==> src/rtl/lpc_pkg.sv <==
`default_nettype none

package lpc_pkg;

    // default line buffer depth in kept bytes
    localparam int MAX_LINE_DEF = 256;

    // command queue between front and back
    localparam int QDEPTH = 4;

    localparam logic [7:0] NEWLINE = 8'd10;

    // verdict codes
    localparam logic [1:0] V_EXACT   = 2'd0;
    localparam logic [1:0] V_FOLDED  = 2'd1;
    localparam logic [1:0] V_NOT     = 2'd2;
    localparam logic [1:0] V_INVALID = 2'd3;

    // what the front tells the back to do with one word
    typedef enum logic [1:0] {
        CMD_KEEP,
        CMD_SPACE,
        CMD_LINE,
        CMD_END
    } cmd_kind_t;

    typedef struct packed {
        cmd_kind_t  kind;
        logic [7:0] data;
    } cmd_t;

    function automatic logic is_ws(input logic [7:0] b);
        return b inside {[8'd9:8'd13], 8'd32};
    endfunction

    // ASCII upper case to lower case, everything else unchanged
    function automatic logic [7:0] fold(input logic [7:0] b);
        return (b inside {[8'd65:8'd90]}) ? b + 8'd32 : b;
    endfunction

endpackage

`default_nettype wire

==> src/rtl/lpc_if.sv <==
`default_nettype none

// text byte channel
interface lpc_in_if;
    logic       valid;
    logic       ready;
    logic [7:0] data_byte;
    logic       stream_end;

    modport source (output valid, output data_byte, output stream_end, input ready);
    modport sink   (input valid, input data_byte, input stream_end, output ready);
endinterface

// verdict channel
interface lpc_out_if;
    logic       valid;
    logic       ready;
    logic [1:0] verdict;

    modport source (output valid, output verdict, input ready);
    modport sink   (input valid, input verdict, output ready);
endinterface

`default_nettype wire

==> src/rtl/lpc_front.sv <==
`default_nettype none

// Classifies each incoming word into a back-end command.
module lpc_front (
    lpc_in_if.sink          text,
    output logic            push_valid,
    input  wire logic       push_ready,
    output lpc_pkg::cmd_t   push_cmd
);

    assign text.ready = push_ready;
    assign push_valid = text.valid;

    // end of stream wins over the byte, then newline, then whitespace
    always_comb
    begin
        push_cmd.data = text.data_byte;
        if (text.stream_end)
        begin
            push_cmd.kind = lpc_pkg::CMD_END;
        end
        else if (text.data_byte == lpc_pkg::NEWLINE)
        begin
            push_cmd.kind = lpc_pkg::CMD_LINE;
        end
        else if (lpc_pkg::is_ws(text.data_byte))
        begin
            push_cmd.kind = lpc_pkg::CMD_SPACE;
        end
        else
        begin
            push_cmd.kind = lpc_pkg::CMD_KEEP;
        end
    end

endmodule

`default_nettype wire

==> src/rtl/lpc_queue.sv <==
`default_nettype none

// Small command FIFO decoupling the front from the back.
module lpc_queue (
    input  wire logic           clk,
    input  wire logic           rst_n,
    input  wire logic           push_valid,
    output logic                push_ready,
    input  wire lpc_pkg::cmd_t  push_cmd,
    output logic                pop_valid,
    input  wire logic           pop_ready,
    output lpc_pkg::cmd_t       pop_cmd
);

    localparam int PW = (lpc_pkg::QDEPTH > 1) ? $clog2(lpc_pkg::QDEPTH) : 1;
    localparam int NW = $clog2(lpc_pkg::QDEPTH + 1);

    lpc_pkg::cmd_t entry_reg [lpc_pkg::QDEPTH];

    logic [PW-1:0] wr_ptr_reg, wr_ptr_next;
    logic [PW-1:0] rd_ptr_reg, rd_ptr_next;
    logic [NW-1:0] fill_reg, fill_next;
    logic          do_push;
    logic          do_pop;

    assign push_ready = (fill_reg != NW'(lpc_pkg::QDEPTH));
    assign pop_valid  = (fill_reg != '0);
    assign pop_cmd    = entry_reg[rd_ptr_reg];
    assign do_push    = push_valid && push_ready;
    assign do_pop     = pop_valid && pop_ready;

    // pointer and fill update
    always_comb
    begin
        wr_ptr_next = wr_ptr_reg;
        rd_ptr_next = rd_ptr_reg;
        fill_next   = fill_reg;
        if (do_push)
        begin
            wr_ptr_next = (wr_ptr_reg == PW'(lpc_pkg::QDEPTH - 1)) ? '0 : wr_ptr_reg + 1'b1;
        end
        if (do_pop)
        begin
            rd_ptr_next = (rd_ptr_reg == PW'(lpc_pkg::QDEPTH - 1)) ? '0 : rd_ptr_reg + 1'b1;
        end
        if (do_push && !do_pop)
        begin
            fill_next = fill_reg + 1'b1;
        end
        else if (do_pop && !do_push)
        begin
            fill_next = fill_reg - 1'b1;
        end
    end

    always_ff @(posedge clk or negedge rst_n)
    begin
        if (!rst_n)
        begin
            wr_ptr_reg <= '0;
            rd_ptr_reg <= '0;
            fill_reg   <= '0;
        end
        else
        begin
            wr_ptr_reg <= wr_ptr_next;
            rd_ptr_reg <= rd_ptr_next;
            fill_reg   <= fill_next;
        end
    end

    // payload storage
    always_ff @(posedge clk)
    begin
        if (do_push)
        begin
            entry_reg[wr_ptr_reg] <= push_cmd;
        end
    end

endmodule

`default_nettype wire

==> src/rtl/lpc_back.sv <==
`default_nettype none

// Executes commands: stores kept bytes, compares the line at newline,
// holds the verdict in an output register.
module lpc_back #(
    parameter int MAX_LINE = lpc_pkg::MAX_LINE_DEF
) (
    input  wire logic           clk,
    input  wire logic           rst_n,
    input  wire logic           pop_valid,
    output logic                pop_ready,
    input  wire lpc_pkg::cmd_t  pop_cmd,
    lpc_out_if.source           result
);

    localparam int AW = $clog2(MAX_LINE);
    localparam int CW = $clog2(MAX_LINE + 1);

    typedef enum logic [1:0] {
        ST_IDLE,
        ST_CMP,
        ST_DRAIN,
        ST_EMIT
    } state_t;

    state_t        state_reg, state_next;
    logic [CW-1:0] count_reg, count_next;
    logic          pending_reg, pending_next;
    logic          ovf_reg, ovf_next;
    logic          halted_reg, halted_next;
    logic [AW-1:0] rd_idx_reg, rd_idx_next;
    logic          cmp_vld_reg, cmp_vld_next;
    logic          exact_ok_reg, exact_ok_next;
    logic          fold_ok_reg, fold_ok_next;
    logic          out_valid_reg, out_valid_next;
    logic [1:0]    verdict_reg, verdict_next;

    // line store
    logic [7:0]    line_mem [MAX_LINE];
    logic          wr_en;
    logic [AW-1:0] wr_addr;
    logic [AW-1:0] rd_a_addr;
    logic [AW-1:0] rd_b_addr;
    logic [CW-1:0] hi_full;
    logic [CW-1:0] last_idx;
    logic [7:0]    rd_a_reg;
    logic [7:0]    rd_b_reg;
    logic          can_emit;

    assign result.valid   = out_valid_reg;
    assign result.verdict = verdict_reg;

    assign can_emit  = !out_valid_reg || result.ready;
    assign wr_addr   = count_reg[AW-1:0];
    assign hi_full   = count_reg - CW'(1) - CW'(rd_idx_reg);
    assign rd_a_addr = rd_idx_reg;
    assign rd_b_addr = hi_full[AW-1:0];
    assign last_idx  = (count_reg >> 1) - CW'(1);

    always_comb
    begin
        state_next     = state_reg;
        count_next     = count_reg;
        pending_next   = pending_reg;
        ovf_next       = ovf_reg;
        halted_next    = halted_reg;
        rd_idx_next    = rd_idx_reg;
        cmp_vld_next   = 1'b0;
        exact_ok_next  = exact_ok_reg;
        fold_ok_next   = fold_ok_reg;
        out_valid_next = out_valid_reg && !result.ready;
        verdict_next   = verdict_reg;
        pop_ready      = 1'b0;
        wr_en          = 1'b0;

        // mirror pair compare on the registered read data, in the cycle after the reads
        if (cmp_vld_reg)
        begin
            if (rd_a_reg != rd_b_reg)
            begin
                exact_ok_next = 1'b0;
            end
            if (lpc_pkg::fold(rd_a_reg) != lpc_pkg::fold(rd_b_reg))
            begin
                fold_ok_next = 1'b0;
            end
        end

        case (state_reg)
            ST_IDLE:
            begin
                if (pop_valid && halted_reg)
                begin
                    // halted: drain and drop
                    pop_ready = 1'b1;
                end
                else if (pop_valid)
                begin
                    case (pop_cmd.kind)
                        lpc_pkg::CMD_KEEP:
                        begin
                            pop_ready    = 1'b1;
                            pending_next = 1'b1;
                            if (count_reg < CW'(MAX_LINE))
                            begin
                                wr_en      = 1'b1;
                                count_next = count_reg + 1'b1;
                            end
                            else
                            begin
                                ovf_next = 1'b1;
                            end
                        end
                        lpc_pkg::CMD_SPACE:
                        begin
                            pop_ready    = 1'b1;
                            pending_next = 1'b1;
                        end
                        lpc_pkg::CMD_LINE:
                        begin
                            if (count_reg == '0 || ovf_reg)
                            begin
                                if (can_emit)
                                begin
                                    pop_ready      = 1'b1;
                                    out_valid_next = 1'b1;
                                    verdict_next   = lpc_pkg::V_INVALID;
                                    halted_next    = 1'b1;
                                    count_next     = '0;
                                    pending_next   = 1'b0;
                                    ovf_next       = 1'b0;
                                end
                            end
                            else if (count_reg < CW'(2))
                            begin
                                // single byte is trivially exact
                                if (can_emit)
                                begin
                                    pop_ready      = 1'b1;
                                    out_valid_next = 1'b1;
                                    verdict_next   = lpc_pkg::V_EXACT;
                                    count_next     = '0;
                                    pending_next   = 1'b0;
                                    ovf_next       = 1'b0;
                                end
                            end
                            else
                            begin
                                pop_ready     = 1'b1;
                                rd_idx_next   = '0;
                                exact_ok_next = 1'b1;
                                fold_ok_next  = 1'b1;
                                state_next    = ST_CMP;
                            end
                        end
                        lpc_pkg::CMD_END:
                        begin
                            if (!pending_reg)
                            begin
                                pop_ready = 1'b1;
                            end
                            else if (can_emit)
                            begin
                                pop_ready      = 1'b1;
                                out_valid_next = 1'b1;
                                verdict_next   = lpc_pkg::V_INVALID;
                                halted_next    = 1'b1;
                                count_next     = '0;
                                pending_next   = 1'b0;
                                ovf_next       = 1'b0;
                            end
                        end
                        default:
                        begin
                            pop_ready = 1'b1;
                        end
                    endcase
                end
            end
            ST_CMP:
            begin
                // two reads per cycle: front index and its mirror
                cmp_vld_next = 1'b1;
                rd_idx_next  = rd_idx_reg + 1'b1;
                if (CW'(rd_idx_reg) == last_idx)
                begin
                    state_next = ST_DRAIN;
                end
            end
            ST_DRAIN:
            begin
                // last pair is compared this cycle
                state_next = ST_EMIT;
            end
            ST_EMIT:
            begin
                if (can_emit)
                begin
                    out_valid_next = 1'b1;
                    if (exact_ok_reg)
                    begin
                        verdict_next = lpc_pkg::V_EXACT;
                    end
                    else if (fold_ok_reg)
                    begin
                        verdict_next = lpc_pkg::V_FOLDED;
                    end
                    else
                    begin
                        verdict_next = lpc_pkg::V_NOT;
                    end
                    count_next   = '0;
                    pending_next = 1'b0;
                    ovf_next     = 1'b0;
                    state_next   = ST_IDLE;
                end
            end
            default:
            begin
                state_next = ST_IDLE;
            end
        endcase
    end

    always_ff @(posedge clk or negedge rst_n)
    begin
        if (!rst_n)
        begin
            state_reg     <= ST_IDLE;
            count_reg     <= '0;
            pending_reg   <= 1'b0;
            ovf_reg       <= 1'b0;
            halted_reg    <= 1'b0;
            rd_idx_reg    <= '0;
            cmp_vld_reg   <= 1'b0;
            exact_ok_reg  <= 1'b1;
            fold_ok_reg   <= 1'b1;
            out_valid_reg <= 1'b0;
            verdict_reg   <= lpc_pkg::V_EXACT;
        end
        else
        begin
            state_reg     <= state_next;
            count_reg     <= count_next;
            pending_reg   <= pending_next;
            ovf_reg       <= ovf_next;
            halted_reg    <= halted_next;
            rd_idx_reg    <= rd_idx_next;
            cmp_vld_reg   <= cmp_vld_next;
            exact_ok_reg  <= exact_ok_next;
            fold_ok_reg   <= fold_ok_next;
            out_valid_reg <= out_valid_next;
            verdict_reg   <= verdict_next;
        end
    end

    // one write port, two registered read ports
    always_ff @(posedge clk)
    begin
        if (wr_en)
        begin
            line_mem[wr_addr] <= pop_cmd.data;
        end
        rd_a_reg <= line_mem[rd_a_addr];
        rd_b_reg <= line_mem[rd_b_addr];
    end

endmodule

`default_nettype wire

==> src/rtl/line_palindrome_checker_unit.sv <==
// Line palindrome checker. Text bytes arrive on the text channel; whitespace
// (9 to 13 and 32) is dropped and the other bytes of a line are stored, up to
// MAX_LINE of them. A newline closes the line and one verdict word leaves on
// the result channel: 0 exact palindrome, 1 palindrome only with ASCII case
// folded, 2 not a palindrome, 3 invalid (empty line, line longer than
// MAX_LINE, or stream end with a pending line). After verdict 3 the block
// swallows all input and gives no result until reset. Words pass a
// 4-entry command queue; a closing newline with two or more kept bytes
// holds the back end in the mirror compare, which reads two bytes per
// cycle from the line store. The front keeps taking bytes while the queue
// has room, and the verdict register lets the next line proceed while a
// result waits.
`default_nettype none

module line_palindrome_checker_unit #(
    parameter int MAX_LINE = lpc_pkg::MAX_LINE_DEF
) (
    input  wire logic   clk,
    input  wire logic   rst_n,
    lpc_in_if.sink      text,
    lpc_out_if.source   result
);

    logic          push_valid;
    logic          push_ready;
    lpc_pkg::cmd_t push_cmd;
    logic          pop_valid;
    logic          pop_ready;
    lpc_pkg::cmd_t pop_cmd;

    lpc_front u_front (
        .text       (text),
        .push_valid (push_valid),
        .push_ready (push_ready),
        .push_cmd   (push_cmd)
    );

    lpc_queue u_queue (
        .clk        (clk),
        .rst_n      (rst_n),
        .push_valid (push_valid),
        .push_ready (push_ready),
        .push_cmd   (push_cmd),
        .pop_valid  (pop_valid),
        .pop_ready  (pop_ready),
        .pop_cmd    (pop_cmd)
    );

    lpc_back #(
        .MAX_LINE (MAX_LINE)
    ) u_back (
        .clk       (clk),
        .rst_n     (rst_n),
        .pop_valid (pop_valid),
        .pop_ready (pop_ready),
        .pop_cmd   (pop_cmd),
        .result    (result)
    );

endmodule

`default_nettype wire

==> src/flat_wrapper.sv <==
// flat-port wrapper written by rule: the top's interface ports become plain ports
module line_palindrome_checker_unit_flat 
#(
    parameter int MAX_LINE = lpc_pkg::MAX_LINE_DEF
)
  (clk, rst_n, text_valid, text_data_byte, text_stream_end, text_ready, result_valid, result_verdict, result_ready);
  lpc_in_if text_i ();
  lpc_out_if result_i ();
  input  wire logic clk;
  input  wire logic rst_n;
  input wire logic [$bits(text_i.valid)-1:0] text_valid;
  input wire logic [$bits(text_i.data_byte)-1:0] text_data_byte;
  input wire logic [$bits(text_i.stream_end)-1:0] text_stream_end;
  output wire logic [$bits(text_i.ready)-1:0] text_ready;
  output wire logic [$bits(result_i.valid)-1:0] result_valid;
  output wire logic [$bits(result_i.verdict)-1:0] result_verdict;
  input wire logic [$bits(result_i.ready)-1:0] result_ready;
  assign text_i.valid = text_valid;
  assign text_i.data_byte = text_data_byte;
  assign text_i.stream_end = text_stream_end;
  assign text_ready = text_i.ready;
  assign result_valid = result_i.valid;
  assign result_verdict = result_i.verdict;
  assign result_i.ready = result_ready;
  line_palindrome_checker_unit #(.MAX_LINE(MAX_LINE)) u_core (.clk(clk), .rst_n(rst_n), .text(text_i), .result(result_i));
endmodule
==> config.mk <==
export PLATFORM = sky130hd
export DESIGN_NAME = line_palindrome_checker_unit_flat
export DESIGN_NICKNAME = d
export VERILOG_FILES = /design/src/rtl/lpc_pkg.sv /design/src/rtl/lpc_if.sv /design/src/rtl/lpc_front.sv /design/src/rtl/lpc_queue.sv /design/src/rtl/lpc_back.sv /design/src/rtl/line_palindrome_checker_unit.sv /design/src/flat_wrapper.sv
export SDC_FILE = /design/constraint.sdc
export NUM_CORES = 2
export LEC_CHECK = 0
export ABC_CLOCK_PERIOD_IN_PS = 4600
export BUFFER_PORTS_ARGS = -buffer_cell sky130_fd_sc_hd__buf_2
export CAP_MARGIN = 20
export CORE_ASPECT_RATIO = 1.4
export CORE_UTILIZATION = 45
export DETAILED_ROUTE_END_ITERATION = 10
export PLACE_DENSITY = 0.72
export SYNTH_ARGS = -nofsm -noshare
export SYNTH_HDL_FRONTEND = slang
export SYNTH_SLANG_ARGS = --single-unit
==> constraint.sdc <==
create_clock -name clk -period 4.6 [get_ports clk]
set_input_delay 0.23 -clock clk [delete_from_list [all_inputs] [get_ports clk]]
set_output_delay 0.23 -clock clk [all_outputs]
set_load 0.01 [all_outputs]
## After elaboration in Yosys (flattened, before gate mapping)

Memory sizes are Yosys's and may differ from the RTL's. A register that Yosys moved wholly into a read port is not among the register bits.
Cells that the tools add are included.

- Output and inout bits: 4
- Input bits: 13
- Logic and storage cells: 205
- Bits in registers: 35
- Latch bits: 0
- Memories kept: 2
- Bits in read-only memories: 0
- RAM bits: 2088

Memory list:

| memory | depth | bits a word | read ports | clocked after memory_dff | wr ports | line | RTL |
|---|---|---|---|---|---|---|---|
| u_core.u_back.line_mem | 256 | 8 | 2 | 2 | 1 | lpc_back.sv:39 | `logic [7:0] line_mem [MAX_LINE];` |
| u_core.u_queue.entry_reg | 4 | 10 | 1 | 0 | 1 | lpc_queue.sv:18 | `lpc_pkg::cmd_t entry_reg [lpc_pkg::QDEPTH];` |

- Magnitude comparators: 8
- Equality and inequality tests: 30
- Shift operators: 0
- Add/subtract/negate cells: 11
- Multipliers: 0
- Reduce and logical (&&, ||, !) cells: 32
- Div/mod/pow operators: 0
- Bitwise logic cells: 1
- Muxes and demuxes: 107

Operators with widths:

| cell | number |
|---|---|
| 9-bit two-way mux | 7 |
| 1-bit two-way mux | 57 |
| 8-bit two-way mux | 7 |
| 2-bit two-way mux | 20 |
| 9-bit case mux with 3 select lines | 1 |
| 7-bit AND reduction | 3 |
| 9-bit case mux with 2 select lines | 1 |
| 8-bit by 6-bit adder with 8-bit output, second input constant | 2 |
| 8-bit by 7-bit >= comparator with 1-bit output, second input constant | 2 |
| 8-bit by 7-bit less-or-equal comparator with 1-bit output, second input constant | 2 |
| 2-bit != test, second input constant | 8 |
| 8-bit != test | 2 |
| 8-bit case mux with 2 select lines | 1 |
| 2-bit equality test, second input constant | 6 |
| 3-bit != test, second input constant | 4 |
| 6-bit AND reduction | 2 |
| 1-bit case mux with 2 select lines | 5 |
| 2-bit nonzero test | 5 |
| 9-bit by 1-bit adder with 9-bit output, second input constant | 1 |
| 8-bit by 9-bit equality test with 1-bit output | 1 |
| 1-bit logical AND | 9 |
| 9-bit logical NOT | 1 |
| 9-bit by 2-bit less-than comparator with 1-bit output, second input constant | 1 |
| 9-bit less-than comparator, second input constant | 1 |
| 28 further kinds | 40 |

## Depth between registers and ports, before layout

- Depth after elaboration: 13
- Depth in mapped cells: 21

## Modules after synthesis

Synthesis repeated with hierarchy kept, for this count alone.

- Cell total of the unflattened synthesis: 5007
- Area total of the unflattened synthesis: 100143.5 µm²

Modules (own cells, without submodules):

| module | sequential area each (µm²) | area each (µm²) | times used | cells each |
|---|---|---|---|---|
| lpc_back | 62522.5 | 98112.8 | 1 | 4897 |
| lpc_queue | 1376.3 | 1879.3 | 1 | 88 |
| lpc_front | 0.0 | 151.4 | 1 | 22 |

## Least setup slack after synthesis

OpenSTA, ideal clock, no wires.

- Path type: register -> register
- Start: register u_core.u_back.rd_idx_reg[2] (netlist: u_core.u_back.rd_a_addr[2])
- End: register u_core.u_back.rd_b_reg[2] (read register of u_core.u_back.line_mem)
- Clock period less this slack: 4.413 ns
- Cell stages (with the launch flop): 18
- Data required time: 4.483 ns
- Setup slack: 0.187 ns
- Data arrival time: 4.297 ns
- Cells stage by stage: dfrtp_1 buf_2 clkinv_1 buf_4 buf_2 buf_2 buf_2 buf_2 ha_1 or2_2 a21oi_1 or2_2 buf_4 buf_2 mux4_2 o22ai_1 o21ai_0 and4b_1

- Longest elaborated chain between the ends: 1

RTL lines:

| item | line | RTL |
|---|---|---|
| start: declaration | lpc_back.sv:31 | `logic [AW-1:0] rd_idx_reg, rd_idx_next;` |
| start signal: assignment | lpc_back.sv:248 | `rd_idx_reg <= rd_idx_next;` |
| 8-bit subtractor | lpc_back.sv:55 | `assign hi_full = count_reg - CW'(1) - CW'(rd_idx_reg);` |
| end: declaration | lpc_back.sv:47 | `logic [7:0] rd_b_reg;` |

No other way between the ends.
A chain may end at the register's enable or synchronous reset.

## Worst setup path after layout

- Start: register u_core.u_back.count_reg[1]
- End: register u_core.u_back.rd_b_reg[4] (read register of u_core.u_back.line_mem)

- Longest elaborated chain between the ends: 2

RTL lines:

| item | line | RTL |
|---|---|---|
| start: declaration | lpc_back.sv:27 | `logic [CW-1:0] count_reg, count_next;` |
| start signal: assignment | lpc_back.sv:244 | `count_reg <= count_next;` |
| 8-bit by 1-bit subtractor with 8-bit output | lpc_back.sv:55 |  |
| 8-bit subtractor | lpc_back.sv:55 |  |

No other way between the ends.

==> impl_metrics.prom <==
# TYPE chip_impl_metric gauge
chip_impl_metric{name="post-route-worst-setup-slack",unit="ns"} 0.0510
chip_impl_metric{name="grt_max_degree",unit=""} 161
chip_impl_metric{name="floorplan.die.height",unit="µm"} 561
chip_impl_metric{name="post_route_cells_drive_above_1_share",unit="%"} 37.9
chip_impl_metric{name="timing_hold_violations_final",unit=""} 0
chip_impl_metric{name="dr.first_iter.drc_count",unit=""} 8595
chip_impl_metric{name="via_per_inst",unit=""} 7.02
chip_impl_info{name="tritoncts",value="built"} 1
chip_impl_metric{name="fp-row-count",unit=""} 204
chip_impl_metric{name="cts-htree-levels",unit=""} 4
chip_impl_info{name="postSynth.topFlopCell",value="sky130_fd_sc_hd__edfxtp_1"} 1
chip_impl_metric{name="clock-sinks",unit=""} 2139
chip_impl_info{name="worstSetupEndpoint",value="u_core.u_back.rd_b_reg[4]"} 1
chip_impl_metric{name="async_flop_share",unit="%"} 1.64
chip_impl_metric{name="cts.clk_slew.worst_paths",unit="ns"} 0.07
chip_impl_metric{name="r2r_cells",unit=""} 9
chip_impl_metric{name="totalWireLength",unit="µm"} 303000
chip_impl_metric{name="timing.setup.tns",unit="ns"} 0
chip_impl_metric{name="clock.fmax",unit="MHz"} 220
chip_impl_metric{name="critical_path.max_stage_delay",unit="ns"} 0.96
chip_impl_info{name="rr_endpoint",value="u_core.u_back.rd_b_reg[4]"} 1
chip_impl_metric{name="global_route_wire_length_before_repair",unit="µm"} 430000
chip_impl_metric{name="leakagePower",unit="nW"} 35.2
chip_impl_metric{name="gr-usage-all-layers",unit="%"} 26.7
chip_impl_metric{name="postCtsSetupRepairBufs",unit=""} 0
chip_impl_info{name="ctsRootBufferMaster",value="sky130_fd_sc_hd__clkbuf_16"} 1
chip_impl_info{name="critical_path.slowest_cell",value="sky130_fd_sc_hd__fa_4"} 1
chip_impl_metric{name="clkLatencyLatePin",unit="ns"} 0.87
chip_impl_metric{name="number_of_antenna_violations_at_the_first_check_in_global_routing",unit=""} 11
chip_impl_info{name="critical_path.startpoint_type",value="register"} 1
chip_impl_metric{name="slew_violations",unit=""} 0
chip_impl_info{name="r2r-start",value="u_core.u_back.count_reg[1]"} 1
chip_impl_metric{name="worst_ep_required_time",unit="ns"} 5.35
chip_impl_metric{name="syn-cell-area",unit="mm²"} 0.100
chip_impl_metric{name="worst_ir_drop_vdd",unit="mV"} 0.872
chip_impl_metric{name="yosys_warnings",unit=""} 0
chip_impl_info{name="yosys.area.top_type",value="sky130_fd_sc_hd__edfxtp_1"} 1
chip_impl_info{name="critical_path_class",value="reg -> reg"} 1
chip_impl_metric{name="final.setup_skew",unit="ns"} 0.0429
chip_impl_metric{name="initial_core_util",unit="%"} 45.4
chip_impl_metric{name="placed_cells",unit=""} 7896
chip_impl_metric{name="cp_data_arrival_time",unit="ns"} 5.30
chip_impl_metric{name="netlist_instances",unit=""} 4916
chip_impl_info{name="setup_repair_after_global_routing_missed_its_margin",value="no"} 1
chip_impl_metric{name="postSynthRegisterBits",unit=""} 2139
chip_impl_metric{name="post_layout_nonfiller_instances",unit=""} 8249
chip_impl_info{name="synth_top_cells_by_area",value="sky130_fd_sc_hd__edfxtp_1, sky130_fd_sc_hd__mux4_2, sky130_fd_sc_hd__nor2_1"} 1
chip_impl_info{name="synth_top_cells_by_count",value="sky130_fd_sc_hd__edfxtp_1, sky130_fd_sc_hd__mux4_2, sky130_fd_sc_hd__nor2_1"} 1
chip_impl_metric{name="cts_inserted_buffers",unit=""} 194
chip_impl_metric{name="synth-seq-area-share",unit="%"} 63.7
chip_impl_metric{name="max_cap_violations",unit=""} 0
chip_impl_metric{name="route.detailed.wl_per_inst",unit="µm"} 36.7
chip_impl_metric{name="areaGrowthSynthToFinish",unit="%"} 12.4
chip_impl_metric{name="route.antenna.remaining_nets",unit=""} 0
chip_impl_metric{name="synth_edf_count",unit=""} 2088
chip_impl_info{name="hold_path_class",value="in -> async"} 1
chip_impl_metric{name="final.min_clock_period",unit="ns"} 4.55
chip_impl_metric{name="die_w",unit="µm"} 401
chip_impl_metric{name="globalRouteOverflowTotal",unit=""} 0
chip_impl_info{name="outcome",value="completed"} 1
chip_impl_metric{name="mappedNetlistNets",unit=""} 4957
chip_impl_metric{name="highest_fanout_seen_on_the_critical_path",unit=""} 43
chip_impl_metric{name="power_density",unit="mW/mm²"} 761
chip_impl_metric{name="route.detailed.drc",unit=""} 0
chip_impl_metric{name="syn_area_per_cell",unit="µm²"} 20.4
chip_impl_metric{name="place_hpwl",unit="µm"} 195000
chip_impl_metric{name="yosys.cell_types.count",unit=""} 77
chip_impl_metric{name="io-pin-count",unit=""} 17
chip_impl_info{name="worstSetupEndpointType",value="register"} 1
chip_impl_metric{name="timing_worst_slew_pin_value",unit="ns"} 1.13
chip_impl_metric{name="setup_viol",unit=""} 0
chip_impl_info{name="synth_most_common_cell",value="sky130_fd_sc_hd__edfxtp_1"} 1
chip_impl_metric{name="grt_pass1_vias",unit=""} 57857
chip_impl_metric{name="slew_headroom",unit="%"} 22.5
chip_impl_info{name="path_cells",value="inv_1, fa_4, buf_12, buf_12, mux4_2, mux4_2, o22ai_1, o21ai_1, and4b_1"} 1
chip_impl_metric{name="route.vias.total",unit=""} 57948
chip_impl_metric{name="finalHoldWorstSlack",unit="ns"} 0.0165
chip_impl_metric{name="nNetsFinal",unit=""} 5262
chip_impl_metric{name="largest_register_ffs",unit=""} 2048
chip_impl_metric{name="clock_tree.buffer_depth",unit=""} 4
chip_impl_metric{name="globalplace.congestion",unit=""} 0.942
chip_impl_metric{name="buffer_ports.inserted",unit=""} 16
chip_impl_metric{name="netlist.area_leader.share",unit="%"} 62.5
chip_impl_metric{name="layout_worst_path_cycle_share",unit="%"} 98.9
chip_impl_metric{name="core_area",unit="mm²"} 0.221
chip_impl_metric{name="detailedRoute.firstPassIterationCount",unit=""} 8
chip_impl_metric{name="die-area",unit="mm²"} 0.225
chip_impl_metric{name="reg2reg_slack",unit="ns"} 0.05
chip_impl_metric{name="placement.setup.worst_slack",unit="ns"} -0.0732
chip_impl_info{name="critPathLaunch",value="u_core.u_back.count_reg[1]"} 1
[area by class of cell]
class                           count  area, µm²
Multi-Input combinational cell   2364      34700
Clock buffer                      232       5030
Clock inverter                    103       1070
Antenna cell                        5       12.5
Sequential cell                  2139      63900
Tap cell                         2884       3610
Timing Repair Buffer              499       4470
Fill cell                       17078     108000
Inverter                           23       93.8
[critical path: cells and delay by family (launching register included)]
family	cells	cell delay [ns]
buffers and inverters	3	0.67
and+or+nand+nor	1	0.29
adders and majority gates	1	0.96
AOI/OAI and AO/OA	2	1.03
DFF	1	0.51
muxes	2	0.89
[cells in the final DEF (no fill, tap or decap), types with 19 or more instances in the layout]
cell	instances
sky130_fd_sc_hd__dfrtp_1	29
sky130_fd_sc_hd__nor3_1	27
sky130_fd_sc_hd__bufinv_16	21
sky130_fd_sc_hd__clkinv_1	41
sky130_fd_sc_hd__clkbuf_1	35
sky130_fd_sc_hd__clkbuf_16	194
sky130_fd_sc_hd__o31ai_1	23
sky130_fd_sc_hd__nor2_1	312
sky130_fd_sc_hd__mux4_2	1229
sky130_fd_sc_hd__edfxtp_1	2088
sky130_fd_sc_hd__mux2i_1	88
sky130_fd_sc_hd__clkinv_2	28
sky130_fd_sc_hd__o21ai_0	58
sky130_fd_sc_hd__a21oi_1	32
sky130_fd_sc_hd__buf_12	57
sky130_fd_sc_hd__buf_4	413
sky130_fd_sc_hd__nand2_1	168
sky130_fd_sc_hd__nand3_1	68
sky130_fd_sc_hd__o221ai_1	20
sky130_fd_sc_hd__o22ai_1	19
sky130_fd_sc_hd__ha_1	25
sky130_fd_sc_hd__xor2_1	20
[timing repair]
action | 4_1_cts | 5_1_grt
gates resized for setup | 3 | 1
pin swaps | 0 | 0
endpoints found under the hold margin | 82 | 0
cloned | 0 | 0
endpoints found under the setup margin | 3 | 1
hold buffers | 12 | 0
[metal layers]
layer	global-route usage, %	wire [µm]	share of wire, %
met2	44.1	150000	50
met1	31.9	98000	32
met5	0	169	0.056
met4	17.6	23500	7.8
met3	5.25	31100	10
[worst min-delay path by stage]
stage / start / depth (start not counted) / slack, ns / end
global placement: rst_n / 1 / 0.37 / u_core.u_queue.wr_ptr_reg[1]
detailed placement: rst_n / 1 / 0.38 / u_core.u_queue.wr_ptr_reg[0]
global route: rst_n / 2 / 0.08 / u_core.u_queue.wr_ptr_reg[1]
floorplan: rst_n / 0 / -0.07 / u_core.u_back.cmp_vld_reg
CTS: rst_n / 2 / 0.005 / u_core.u_queue.wr_ptr_reg[1]
finish: rst_n / 2 / 0.02 / u_core.u_queue.wr_ptr_reg[0]
[logic make-up after synthesis]
logic type	after synthesis	synth area share (%)
AOI/OAI and AO/OA	291	2.01
adders and majority gates	28	0.364
DFF	2139	63.7
muxes	1332	28.7
and+or+nand+nor	671	2.89
xor gates and xnor gates	42	0.374
buffers and inverters	413	1.97
[metrics by stage]
step                      util (%)  power, W  instance area, µm²
after floorplan                  -    0.0541              100000
after global placement        48.2    0.0693              107000
after detailed placement      48.2    0.0697              107000
after CTS                     51.0    0.0857              113000
after global routing          51.1    0.0880              113000
final                         51.1    0.0859              113000
[where the power goes]
part | internal [W] | switching, W | total (W)
Combinational | 0.0186 | 0.0256 | 0.0442
Sequential | 0.0253 | 0.000265 | 0.0256
Clock | 0.00895 | 0.00712 | 0.0161
No activity file was read; power rests on OpenSTA's default activity.
